## config.mk

```make
export PLATFORM = sky130hd
export DESIGN_NAME = kway_timestamp_merge_unit
export DESIGN_NICKNAME = d
export VERILOG_FILES = /design/src/sv/kwm_pkg.sv /design/src/sv/kwm_head_ram.sv /design/src/sv/kway_timestamp_merge_unit.sv
export SDC_FILE = /design/constraint.sdc
export NUM_CORES = 1
export LEC_CHECK = 0
export BUFFER_PORTS_ARGS = -buffer_cell sky130_fd_sc_hd__buf_2
export CORE_ASPECT_RATIO = 1.75
export CORE_MARGIN = 1.5
export CORE_UTILIZATION = 55
export DETAILED_ROUTE_END_ITERATION = 12
export PLACE_DENSITY = 0.76
export SLEW_MARGIN = 0
export SYNTH_ARGS = -nofsm -noshare
export SYNTH_HDL_FRONTEND = slang
export SYNTH_SLANG_ARGS = --single-unit
export TNS_END_PERCENT = 1
```

## constraint.sdc

```tcl
create_clock -name i_clk -period 5 [get_ports i_clk]
set_clock_uncertainty 0.15 [all_clocks]
set_input_delay 0.25 -clock i_clk [delete_from_list [all_inputs] [get_ports i_clk]]
set_output_delay 0.25 -clock i_clk [all_outputs]
set_load 0.01 [all_outputs]
```

## src/sv/kwm_pkg.sv

```systemverilog
// shared types, codes and defaults for the k-way timestamp merge unit
package kwm_pkg;

    // default values of the top level parameters
    localparam int NUM_SOURCES_DEF = 8;
    localparam int TIME_WIDTH_DEF  = 32;
    localparam int TAG_WIDTH_DEF   = 32;

    // configuration port widths
    localparam int CFG_INDEX_W = 2;
    localparam int CFG_DATA_W  = 4;

    // input opcodes
    localparam logic OP_HEAD = 1'b0;
    localparam logic OP_END  = 1'b1;

    // configuration register indexes
    typedef enum logic [CFG_INDEX_W-1:0] {
        CFG_SOURCE_COUNT = 2'd0,
        CFG_ADD_SOURCE   = 2'd1
    } t_cfg_reg;

    // result status codes
    typedef enum logic [1:0] {
        STATUS_RECORD = 2'd0,
        STATUS_ERROR  = 2'd1,
        STATUS_ENDED  = 2'd2
    } t_status;

    // sequencer states
    typedef enum logic [1:0] {
        ST_IDLE,
        ST_SCAN,
        ST_EMIT
    } t_state;

    // input word
    typedef struct packed {
        logic        opcode;
        logic [2:0]  source_index;
        logic [31:0] timestamp;
        logic [31:0] record_tag;
    } t_in_word;

    // result word
    typedef struct packed {
        logic [1:0]  status;
        logic [2:0]  source_out;
        logic [31:0] time_out;
        logic [31:0] tag_out;
        logic        last;
    } t_out_word;

endpackage

```

## src/sv/kwm_head_ram.sv

```systemverilog
// head record memory: one write port, one registered read port
module kwm_head_ram #(
    parameter int DEPTH = kwm_pkg::NUM_SOURCES_DEF,
    parameter int WIDTH = kwm_pkg::TIME_WIDTH_DEF + kwm_pkg::TAG_WIDTH_DEF
) (
    input  logic                     i_clk,
    input  logic                     i_we,
    input  logic [$clog2(DEPTH)-1:0] i_waddr,
    input  logic [WIDTH-1:0]         i_wdata,
    input  logic                     i_re,
    input  logic [$clog2(DEPTH)-1:0] i_raddr,
    output logic [WIDTH-1:0]         o_rdata
);
    logic [WIDTH-1:0] r_mem [DEPTH];
    logic [WIDTH-1:0] r_rdata;

    // write port
    always_ff @(posedge i_clk) begin
        if (i_we) begin
            r_mem[i_waddr] <= i_wdata;
        end
    end

    // read port, registered
    always_ff @(posedge i_clk) begin
        if (i_re) begin
            r_rdata <= r_mem[i_raddr];
        end
    end

    assign o_rdata = r_rdata;
endmodule

```

## src/sv/kway_timestamp_merge_unit.sv

```systemverilog
// k-way timestamp merge unit: top level with head flags, scan and emit sequencer
//
//  channel  | signals                                   | direction
//  ---------+-------------------------------------------+----------
//  input    | start, busy, i_in                         | in
//  result   | o_strobe, o_out                           | out
//  config   | i_cfg_valid, o_cfg_ready, i_cfg_index/data | in
//
// An error or all-ended result shows on the cycle after acceptance. A word
// that completes the set of heads starts a round: a scan through the single
// read port of the head memory finds the smallest nonzero time (or, with no
// nonzero head, the zero-time heads), then the tied records are emitted one
// after another, lowest source first; busy stays high through the round.
// Reset clears all heads and opens all sources. The result side cannot
// stall; every result is one strobed cycle.
module kway_timestamp_merge_unit #(
    parameter int NUM_SOURCES = kwm_pkg::NUM_SOURCES_DEF,
    parameter int TIME_WIDTH  = kwm_pkg::TIME_WIDTH_DEF,
    parameter int TAG_WIDTH   = kwm_pkg::TAG_WIDTH_DEF
) (
    input  logic                               i_clk,
    input  logic                               i_rst_n,
    input  logic                               start,
    output logic                               busy,
    input  kwm_pkg::t_in_word                  i_in,
    output logic                               o_strobe,
    output kwm_pkg::t_out_word                 o_out,
    input  logic                               i_cfg_valid,
    output logic                               o_cfg_ready,
    input  logic [kwm_pkg::CFG_INDEX_W-1:0]    i_cfg_index,
    input  logic [kwm_pkg::CFG_DATA_W-1:0]     i_cfg_data
);
    import kwm_pkg::*;

    localparam int IW = $clog2(NUM_SOURCES);
    localparam int XW = (IW >= 4) ? IW + 1 : 5;
    localparam int MW = TIME_WIDTH + TAG_WIDTH;
    localparam logic [3:0] COUNT_RST = 4'((NUM_SOURCES < 8) ? NUM_SOURCES : 8);
    localparam logic [NUM_SOURCES-1:0] ONE = NUM_SOURCES'(1);

    // registers
    t_state                  r_state, n_state;
    logic [3:0]              r_count;
    logic                    r_add_src;
    logic [NUM_SOURCES-1:0]  r_valid, n_valid;
    logic [NUM_SOURCES-1:0]  r_open, n_open;
    logic [XW-1:0]           r_ptr, n_ptr;
    logic                    r_rd_vld, n_rd_vld;
    logic [IW-1:0]           r_rd_idx, n_rd_idx;
    logic                    r_have, n_have;
    logic [TIME_WIDTH-1:0]   r_min, n_min;
    logic [NUM_SOURCES-1:0]  r_nz_mask, n_nz_mask;
    logic [NUM_SOURCES-1:0]  r_z_mask, n_z_mask;
    logic [NUM_SOURCES-1:0]  r_emit_mask, n_emit_mask;
    logic                    r_emit_vld, n_emit_vld;
    logic                    r_emit_last, n_emit_last;
    logic                    r_msg_vld, n_msg_vld;
    t_status                 r_msg_status, n_msg_status;

    // combinational signals
    logic                    w_accept;
    logic [IW-1:0]           w_sidx;
    logic                    w_bad;
    logic                    w_ok;
    logic [NUM_SOURCES-1:0]  w_in_use;
    logic [NUM_SOURCES-1:0]  w_sbit;
    logic [NUM_SOURCES-1:0]  w_upd_valid;
    logic [NUM_SOURCES-1:0]  w_upd_open;
    logic                    w_any_open;
    logic                    w_all_full;
    logic                    w_round;
    logic                    w_scan_issue;
    logic                    w_scan_done;
    logic                    w_emit_issue;
    logic [IW-1:0]           w_pick;
    logic [NUM_SOURCES-1:0]  w_mask_rest;
    logic                    w_we;
    logic [MW-1:0]           w_wdata;
    logic                    w_re;
    logic [IW-1:0]           w_raddr;
    logic [MW-1:0]           w_rdata;
    logic [TIME_WIDTH-1:0]   w_rd_time;
    logic [TAG_WIDTH-1:0]    w_rd_tag;
    logic [NUM_SOURCES-1:0]  w_rd_bit;
    logic                    w_rd_live;

    // head record memory
    kwm_head_ram #(
        .DEPTH (NUM_SOURCES),
        .WIDTH (MW)
    ) u_head_ram (
        .i_clk   (i_clk),
        .i_we    (w_we),
        .i_waddr (w_sidx),
        .i_wdata (w_wdata),
        .i_re    (w_re),
        .i_raddr (w_raddr),
        .o_rdata (w_rdata)
    );

    assign w_rd_time = w_rdata[MW-1:TAG_WIDTH];
    assign w_rd_tag  = w_rdata[TAG_WIDTH-1:0];

    // input checks and head flag update for an accepted word
    always_comb begin
        w_accept = start && !busy;
        w_sidx   = IW'(i_in.source_index);
        w_sbit   = ONE << w_sidx;
        for (int i = 0; i < NUM_SOURCES; i++) begin
            w_in_use[i] = XW'(i) < XW'(r_count);
        end
        w_bad = (XW'(i_in.source_index) >= XW'(r_count))
              || !r_open[w_sidx] || r_valid[w_sidx];
        w_ok  = w_accept && !w_bad;
        w_upd_valid = r_valid;
        w_upd_open  = r_open;
        if (w_ok && i_in.opcode == OP_HEAD) begin
            w_upd_valid = r_valid | w_sbit;
        end
        if (w_ok && i_in.opcode == OP_END) begin
            w_upd_open = r_open & ~w_sbit;
        end
        w_any_open = |(w_upd_open & w_in_use);
        w_all_full = ~|(w_upd_open & ~w_upd_valid & w_in_use);
        w_round    = w_ok && w_any_open && w_all_full;
        w_we       = w_ok && i_in.opcode == OP_HEAD;
        w_wdata    = {TIME_WIDTH'(i_in.timestamp), TAG_WIDTH'(i_in.record_tag)};
    end

    // lowest pending source of the emission mask
    always_comb begin
        w_pick = '0;
        for (int i = NUM_SOURCES - 1; i >= 0; i--) begin
            if (r_emit_mask[i]) begin
                w_pick = IW'(i);
            end
        end
        w_mask_rest = r_emit_mask & ~(ONE << w_pick);
    end

    // next state
    always_comb begin
        n_state = r_state;
        case (r_state)
            ST_IDLE: begin
                if (w_round) begin
                    n_state = ST_SCAN;
                end
            end
            ST_SCAN: begin
                if (w_scan_done) begin
                    n_state = ST_EMIT;
                end
            end
            ST_EMIT: begin
                if (w_mask_rest == '0) begin
                    n_state = ST_IDLE;
                end
            end
            default: n_state = ST_IDLE;
        endcase
    end

    // state outputs: handshake and memory read control
    always_comb begin
        busy         = 1'b1;
        w_scan_issue = 1'b0;
        w_scan_done  = 1'b0;
        w_emit_issue = 1'b0;
        case (r_state)
            ST_IDLE: begin
                busy = 1'b0;
            end
            ST_SCAN: begin
                w_scan_issue = r_ptr < XW'(r_count);
                w_scan_done  = !w_scan_issue && !r_rd_vld;
            end
            ST_EMIT: begin
                w_emit_issue = 1'b1;
            end
            default: busy = 1'b1;
        endcase
        w_re    = w_scan_issue || w_emit_issue;
        w_raddr = w_emit_issue ? w_pick : r_ptr[IW-1:0];
    end

    // scan compare, emission and result bookkeeping
    always_comb begin
        w_rd_bit  = ONE << r_rd_idx;
        w_rd_live = r_valid[r_rd_idx] && r_open[r_rd_idx];

        n_valid      = w_upd_valid;
        n_open       = w_upd_open;
        n_ptr        = r_ptr;
        n_rd_vld     = w_scan_issue;
        n_rd_idx     = w_re ? w_raddr : r_rd_idx;
        n_have       = r_have;
        n_min        = r_min;
        n_nz_mask    = r_nz_mask;
        n_z_mask     = r_z_mask;
        n_emit_mask  = r_emit_mask;
        n_emit_vld   = w_emit_issue;
        n_emit_last  = w_mask_rest == '0;
        n_msg_vld    = w_accept && (w_bad || !w_any_open);
        n_msg_status = w_bad ? STATUS_ERROR : STATUS_ENDED;

        // a new round clears the scan results
        if (w_round) begin
            n_ptr     = '0;
            n_have    = 1'b0;
            n_nz_mask = '0;
            n_z_mask  = '0;
        end

        // step the scan address
        if (w_scan_issue) begin
            n_ptr = r_ptr + XW'(1);
        end

        // fold one head into the running minimum
        if (r_rd_vld && w_rd_live) begin
            if (w_rd_time != '0) begin
                if (!r_have || w_rd_time < r_min) begin
                    n_have    = 1'b1;
                    n_min     = w_rd_time;
                    n_nz_mask = w_rd_bit;
                end else if (w_rd_time == r_min) begin
                    n_nz_mask = r_nz_mask | w_rd_bit;
                end
            end else begin
                n_z_mask = r_z_mask | w_rd_bit;
            end
        end

        // pick the tie set to emit
        if (w_scan_done) begin
            n_emit_mask = r_have ? r_nz_mask : r_z_mask;
        end

        // emit one record and free its head
        if (w_emit_issue) begin
            n_emit_mask = w_mask_rest;
            n_valid     = r_valid & ~(ONE << w_pick);
        end
    end

    // control registers
    always_ff @(posedge i_clk) begin
        if (!i_rst_n) begin
            r_state     <= ST_IDLE;
            r_valid     <= '0;
            r_open      <= '1;
            r_rd_vld    <= 1'b0;
            r_emit_vld  <= 1'b0;
            r_msg_vld   <= 1'b0;
            r_emit_mask <= '0;
            r_count     <= COUNT_RST;
            r_add_src   <= 1'b0;
        end else begin
            r_state     <= n_state;
            r_valid     <= n_valid;
            r_open      <= n_open;
            r_rd_vld    <= n_rd_vld;
            r_emit_vld  <= n_emit_vld;
            r_msg_vld   <= n_msg_vld;
            r_emit_mask <= n_emit_mask;
            if (i_cfg_valid) begin
                case (i_cfg_index)
                    CFG_SOURCE_COUNT: begin
                        if (i_cfg_data == '0) begin
                            r_count <= 4'd1;
                        end else if (XW'(i_cfg_data) > XW'(NUM_SOURCES)) begin
                            r_count <= 4'(NUM_SOURCES);
                        end else begin
                            r_count <= i_cfg_data;
                        end
                    end
                    CFG_ADD_SOURCE: begin
                        r_add_src <= i_cfg_data[0];
                    end
                    default: ;
                endcase
            end
        end
    end

    // scan and result payload registers
    always_ff @(posedge i_clk) begin
        r_ptr        <= n_ptr;
        r_rd_idx     <= n_rd_idx;
        r_have       <= n_have;
        r_min        <= n_min;
        r_nz_mask    <= n_nz_mask;
        r_z_mask     <= n_z_mask;
        r_emit_last  <= n_emit_last;
        r_msg_status <= n_msg_status;
    end

    assign o_cfg_ready = 1'b1;

    // result word
    always_comb begin
        o_strobe = r_emit_vld || r_msg_vld;
        if (r_emit_vld) begin
            o_out.status     = STATUS_RECORD;
            o_out.source_out = r_add_src ? 3'(r_rd_idx) : 3'd0;
            o_out.time_out   = 32'(w_rd_time);
            o_out.tag_out    = 32'(w_rd_tag);
            o_out.last       = r_emit_last;
        end else begin
            o_out.status     = r_msg_status;
            o_out.source_out = 3'd0;
            o_out.time_out   = 32'd0;
            o_out.tag_out    = 32'd0;
            o_out.last       = 1'b1;
        end
    end
endmodule

```

After elaboration in Yosys (flattened, before gate mapping)
Memory sizes are Yosys's and may differ from the RTL's. A register that Yosys moved wholly into a read port is not among the register bits.
Cells that the tools add are included.
{"block": "word_totals", "word_cells": 144, "n_memories": 1, "output_inout_bits": 73, "mem_bits_rw": 512, "input_bits": 78, "register_bits": 94}
{"memory": "u_head_ram.r_mem", "depth": 8, "width": 64, "rd": 1, "rd_ports_with_merged_regs": 1, "wr": 1, "line_no": "kwm_head_ram.sv:14", "rtl": "logic [WIDTH-1:0] r_mem [DEPTH];"}
{"block": "classes", "add_sub_neg": 1, "n_lt_le_gt_ge": 14, "n_reduce_logical": 36, "eq_ne": 7, "muxes": 52, "n_bitwise": 13, "n_shift": 3}
{"cell": "$mux W8", "n": 14}
{"cell": "$mux W70", "n": 1}
{"cell": "$and A8 B8 Y8", "n": 6}
{"cell": "$eq A32 B32 Y1", "n": 1}
{"cell": "$lt A32 B32 Y1", "n": 1}
{"cell": "$reduce_bool A32 Y1", "n": 1}
{"cell": "$mux W3", "n": 10}
{"cell": "$not A8 Y8", "n": 3}
{"cell": "$or A8 B8 Y8", "n": 3}
{"cell": "$shl A1 B3 Y8 const A", "n": 3}
{"cell": "$lt A3 B4 Y1 const A", "n": 4}
{"cell": "$reduce_or A8 Y1", "n": 2}
{"cell": "$mux W1", "n": 14}
{"cell": "$bmux W1 S3", "n": 4}
{"cell": "$logic_and A1 B1 Y1", "n": 10}
{"cell": "$mux W5", "n": 2}
{"cell": "$logic_not A8 Y1", "n": 1}
{"cell": "$lt A1 B4 Y1 const A", "n": 2}
{"cell": "$lt A2 B4 Y1 const A", "n": 2}
{"cell": "$lt A3 B4 Y1 const B", "n": 2}
{"cell": "$mux W2", "n": 4}
{"cell": "$mux W4", "n": 2}
{"cell": "$logic_not A1 Y1", "n": 7}
{"cell": "$logic_or A1 B1 Y1", "n": 6}
{"cell": "other kinds (14)", "n": 21}

Longest topological paths before layout
{"block": "depth", "depth_word": 20, "ltp_mapped": 11, "ltp_nobuf": 9}

Modules after synthesis
Synthesis repeated with hierarchy kept, for this count alone.
{"block": "unflattened", "cells_unflattened": 1458, "hier_area_um2": 26868.3}
{"mod": "kwm_head_ram", "n_inst": 1, "cells_per_inst": 816, "area_per_inst_um2": 21187.8, "seq_area_each_um2": 17296.6}
{"mod": "kway_timestamp_merge_unit", "n_inst": 1, "cells_per_inst": 642, "area_per_inst_um2": 5680.4, "seq_area_each_um2": 2282.2}

Worst setup path after synthesis
No wires, ideal clock.
{"block": "synth_path", "path_type": "reg2reg", "startpoint": "register r_count[2]", "endpoint": "memory u_head_ram.r_mem[4][0] (netlist bit) (enable)", "setup_ns": 0.486, "n_path_buf": 2, "path_slack_ns": -0.552, "period_less_slack_ns": 5.552, "stages_incl_launch_ff": 11, "t_arrival_ns": 4.915, "required_ns": 4.364, "cell_sequence": "dfxtp_1 clkbuf_1 inv_1 ha_1 a21o_1 a31oi_1 nor2_1 or2_1 buf_6 or4_4 nor2_1"}
{"block": "synth_via", "elab_chain_cells": 8}
{"item": "start: declaration", "line_no": "kway_timestamp_merge_unit.sv:43", "rtl": "logic [3:0] r_count;"}
{"item": "start signal: assignment", "line_no": "kway_timestamp_merge_unit.sv:273", "rtl": "r_count <= 4'(NUM_SOURCES);"}
{"item": "start signal: assignment", "line_no": "kway_timestamp_merge_unit.sv:275", "rtl": "r_count <= i_cfg_data;"}
{"item": "$ge A3 B4 Y1", "line_no": "kway_timestamp_merge_unit.sv:112", "rtl": "w_bad = (XW'(i_in.source_index) >= XW'(r_count))"}
{"item": "$logic_or A1 B1 Y1 (2 in a row)", "line_no": "kway_timestamp_merge_unit.sv:113", "rtl": "|| !r_open[w_sidx] || r_valid[w_sidx];"}
{"item": "$logic_not A1 Y1", "line_no": "kway_timestamp_merge_unit.sv:114", "rtl": "w_ok = w_accept && !w_bad;"}
{"item": "$logic_and A1 B1 Y1", "line_no": "kway_timestamp_merge_unit.sv:114"}
{"item": "$logic_and A1 B1 Y1", "line_no": "kway_timestamp_merge_unit.sv:126", "rtl": "w_we = w_ok && i_in.opcode == OP_HEAD;"}
{"item": "$mux W1", "line_no": "kwm_head_ram.sv:19", "rtl": "if (i_we) begin"}
{"item": "$mux W1 (not written as such)", "line_no": "kwm_head_ram.sv:20", "rtl": "r_mem[i_waddr] <= i_wdata;"}
{"item": "end: declaration", "line_no": "kwm_head_ram.sv:14"}
Every way passes these cells.

Worst setup path after layout
{"block": "layout_path", "startpoint": "register u_head_ram.r_rdata[57] (netlist: u_head_ram.o_rdata[57]) (read register of u_head_ram.r_mem)", "endpoint": "register r_min[19] (enable)"}
{"block": "layout_via", "elab_chain_cells": 3, "word_cells_on_any_way": 4, "classes_between": "order compare (1); reduce/logical (3)"}
{"item": "start: declaration", "line_no": "kwm_head_ram.sv:15", "rtl": "logic [WIDTH-1:0] r_rdata;"}
{"item": "$lt A32 B32 Y1", "line_no": "kway_timestamp_merge_unit.sv:223", "rtl": "if (!r_have || w_rd_time < r_min) begin"}
{"item": "$logic_or A1 B1 Y1", "line_no": "kway_timestamp_merge_unit.sv:223"}
{"item": "$reduce_and A3 Y1 (no line) (*)"}
{"item": "end signal: assignment", "line_no": "kway_timestamp_merge_unit.sv:292", "rtl": "r_min <= n_min;"}
{"item": "end: declaration", "line_no": "kway_timestamp_merge_unit.sv:51", "rtl": "logic [TIME_WIDTH-1:0] r_min, n_min;"}
Every way passes the cells marked *; elsewhere a longest branch is shown, timed or not.
A chain may end at the register's enable or synchronous reset.

==> implementation parameters <==
Parameter                              Value

Floorplanning
  Die area ... 50,300 µm²
  Die outline height ... 295 µm
  Effective utilization at floorplan ... 0.555
  Core region area ... 48,500 µm²
  Die extent in x ... 170 µm
  Number of placement rows ... 107
  Ports placed on the boundary ... 151

STA
  Min cycle time layout ... 3.76 ns
  Slew at the pin closest to its max-slew limit ... 1.24 ns
  Maximum frequency from static timing analysis ... 266 MHz
  Final hold violation count ... 0
  Period utilization ... 0.752
  Worst Slack Setup Final ... 1.24 ns
  Unrepaired setup endpoints after global routing ... false
  Aggregate negative setup slack ... 0 ns
  Setup-failing EPs final ... 0
  Relative slew slack ... 0.164
  Final slew viol count ... 0

Yosys
  Most numerous cell in the Yosys netlist ... edfxtp_1
  Share of flip-flops with an asynchronous set or reset ... 0
  Area leader, netlist ... edfxtp_1
  Net count after synthesis ... 1,579
  Synthesized flop and latch total ... 670
  Portion of the post-synthesis area used by sequential elements ... 0.728
  Post-Syn Area ... 26,900 µm²
  Top area cells in the synthesized netlist ... edfxtp_1, mux4_2, dfxtp_1
  EDFF count, synth ... 616
  Post-Syn Instances ... 1,462
  Per-instance average area after synthesis ... 18.4 µm²
  Post-synth cell types ... 71
  Number of warnings printed during yosys synthesis ... 0
  Commonest cells post-synth ... edfxtp_1, mux4_2, and2_1, mux2_2, inv_1
  Dominant synthesized flop cell ... edfxtp_1
  Fraction of synthesized cell area taken by the top area cell type ... 0.688

Global route
  Largest net degree at the start of global routing ... 130
  Global route total overflow ... 0
  Combined global-route utilization of all metal layers ... 0.236
  Vias in the first global route ... 14,935
  Antenna violations before repair ... 5
  Global-route wire length before repair ... 87,600 µm

Place
  Placer Congestion ... 0.932
  # port buffers ... 149
  Placed wire-length estimate after detailed placement ... 34,000 µm
  Worst slack at placement ... 1.28 ns
  Dpl cell area ... 28,400 µm²

Critical path
  Data required time of the critical path ... 5.07 ns
  Buffers plus inverters on the worst setup path ... 0
  Critical path start-end classification ... reg2reg
  CP delay by family, top ... compound AO/OA/AOI/OAI gates
  Worst setup SP type ... flop
  Most common cell type on the critical path ... o31ai_1
  Critical-path cell with the highest stage delay ... and2_2
  Worst-path cell chain ... ha_1 -> and4_1 -> a2111oi_0 -> o31ai_1 -> a41o_1 -> o31ai_1 -> and2_2
  Highest fanout seen on the critical path ... 41
  Endpoint class of the critical path ... flop
  Largest incremental delay on the critical path ... 0.93 ns
  Critical path arrival ... 3.83 ns

Cells and area
  Share of post-route cells with drive strength above 1 ... 0.280
  Net count reported at finish ... 1,822
  Fin util ... 0.644
  Final Instance Area ... 31,200 µm²
  Count of fill cells added during filler insertion ... 3,338
  Syn-to-layout area delta ... 16.2%

Clock tree
  Clk sink count ... 670
  Buffer depth of the longest clock path ... 3
  Clock insertion delay at the later pin of the skew report ... 0.61 ns
  Inserted Clock Buffers ... 55
  Clock tree from TritonCTS ... done
  Root Buffer Master ... clkbuf_16
  Clk pin slew, worst setup/hold paths ... 0.07 ns
  Max H-tree Level ... 2
  Post-CTS resize count ... 0

Power
  Maximum resistive drop on vdd ... 0.340 mV
  Power after layout ... 11.1 mW
  Lkg Pwr ... 11.0 nW
  Power density over the cells ... 355 nW/µm²

Detailed routing
  Wirelength per Cell ... 24.0 µm
  Residual DRC ... 0
  Total iterations of the first detailed-routing run ... 5
  Antenna violation net count after detailed routing ... 0
  1st-iter DRT viols ... 1,215
  Total via count in the routed design ... 14,271
  Drt total wl ... 57,700 µm
  Via density ... 5.92

Min path
  Class of the tightest hold or removal check ... in2reg

Run status
  Outcome ... finished clean

Job
  Number of maximum-capacitance violations ... 0
layout by cell type, fill, tap and decap left out, types with 6 or more instances in the layout:
cell / netlist / layout
and2_1: 68 / 67
and3_1: 9 / 9
a31oi_1: 6 / 6
buf_4: 2 / 21
nor3_1: 9 / 9
a21o_1: 11 / 11
inv_1: 61 / 60
nand2_1: 42 / 41
o21a_1: 23 / 23
mux4_2: 129 / 129
clkinv_2: 0 / 14
buf_2: 28 / 149
a21oi_1: 24 / 24
mux2i_1: 9 / 9
mux2_2: 66 / 66
edfxtp_1: 616 / 616
nand4_1: 12 / 12
dlygate4sd3_1: 0 / 77
nand2b_1: 9 / 9
nor4_1: 12 / 12
bufinv_16: 0 / 11
nor2b_1: 10 / 10
dfxtp_1: 54 / 53
clkinv_1: 0 / 8
nor2_1: 48 / 47
clkbuf_16: 0 / 55
o21ai_0: 25 / 25
nand3_1: 19 / 19
ha_1: 39 / 39
or2_2: 8 / 8
o32ai_1: 8 / 8
o211ai_1: 7 / 7
nor2_4: 1 / 8
worst min-delay path: cells and delay by family:
kind,cells,cell delay (ns)
buffers and inverters,1,0.13
AOI/OAI and AO/OA,1,0.14
and+or+nand+nor,2,0.26
routing by layer:
metal / vias up / share of wire / track usage
li1: 6300 / - / -
met1: 7335 / 0.39 / 0.294
met2: 517 / 0.53 / 0.416
met3: 117 / 0.050 / 0.0284
met4: 2 / 0.037 / 0.0997
met5: - / 0.00024 / 0
kinds of logic (layout without fill, tap and decap cells):
family                     after synthesis  in the layout  share of synthesized area
adders and majority gates               39             39                     0.0182
AOI/OAI and AO/OA                      144            144                     0.0377
muxes                                  204            204                      0.139
xor gates and xnor gates                 3              3                   0.000978
and+or+nand+nor                        275            275                     0.0561
other                                    1              5                   0.000139
DFF                                    670            670                      0.728
buffers and inverters                  126            416                     0.0196
power by group:
group | switching [mW] | internal (mW)
Sequential | 0.0165 | 6.14
Clock | 2.00 | 2.67
Combinational | 0.145 | 0.102
Total | 2.16 | 8.91
layout make-up:
type / count / area [µm²] / share of cell area
clock buffers: 62 / 1430 / 0.0459
inverters: 62 / 234 / 0.00749
repair buffers: 250 / 1730 / 0.0555
diodes: 4 / 10.0 / 0.000321
clock inverters: 42 / 571 / 0.0183
well taps: 654 / 818 / 0.0262
flip-flops and latches: 670 / 19600 / 0.627
multi-input cells: 666 / 6850 / 0.219
what timing repair did:
action	4_1_cts	5_1_grt
hold buffers	77	0
hold endpoints to repair	536	0
setup buffers	0	0
state kept, by name, indices dropped and copies added, names as in the netlist, 2 cells and up:
name	flops
r_z_mask	8
r_valid	8
r_rd_idx	3
u_head_ram.r_mem	512
r_open	8
r_nz_mask	8
r_state	2
r_count	4
r_min	32
r_ptr	5
r_msg_status	2
u_head_ram.o_rdata	64
r_emit_mask	8
worst paths after layout:
check / slack, ns / from / endpoint / cells after the start
setup / recovery: 1.24 / u_head_ram.o_rdata[57]$_DFFE_PP_ / r_min[19]$_DFFE_PP_ / 7
hold / removal: 0.07 / i_in[67] / r_open[3]$_SDFF_PN1_ / 4
setup reg to reg: 1.24 / u_head_ram.o_rdata[57]$_DFFE_PP_ / r_min[19]$_DFFE_PP_ / 7
hold reg to reg: 0.32 / r_z_mask[5]$_DFF_P_ / r_z_mask[5]$_DFF_P_ / 1
metrics by stage:
stage          instances  hold slack [ns]
2_1_floorplan       1462            0.199
3_3_place_gp        2225            0.295
3_5_place_dp        2225            0.304
4_1_cts             2406           0.0248
5_1_grt             2410           0.0861
6_report            2410           0.0705
Note: power is estimated with default switching activity, not from simulation.
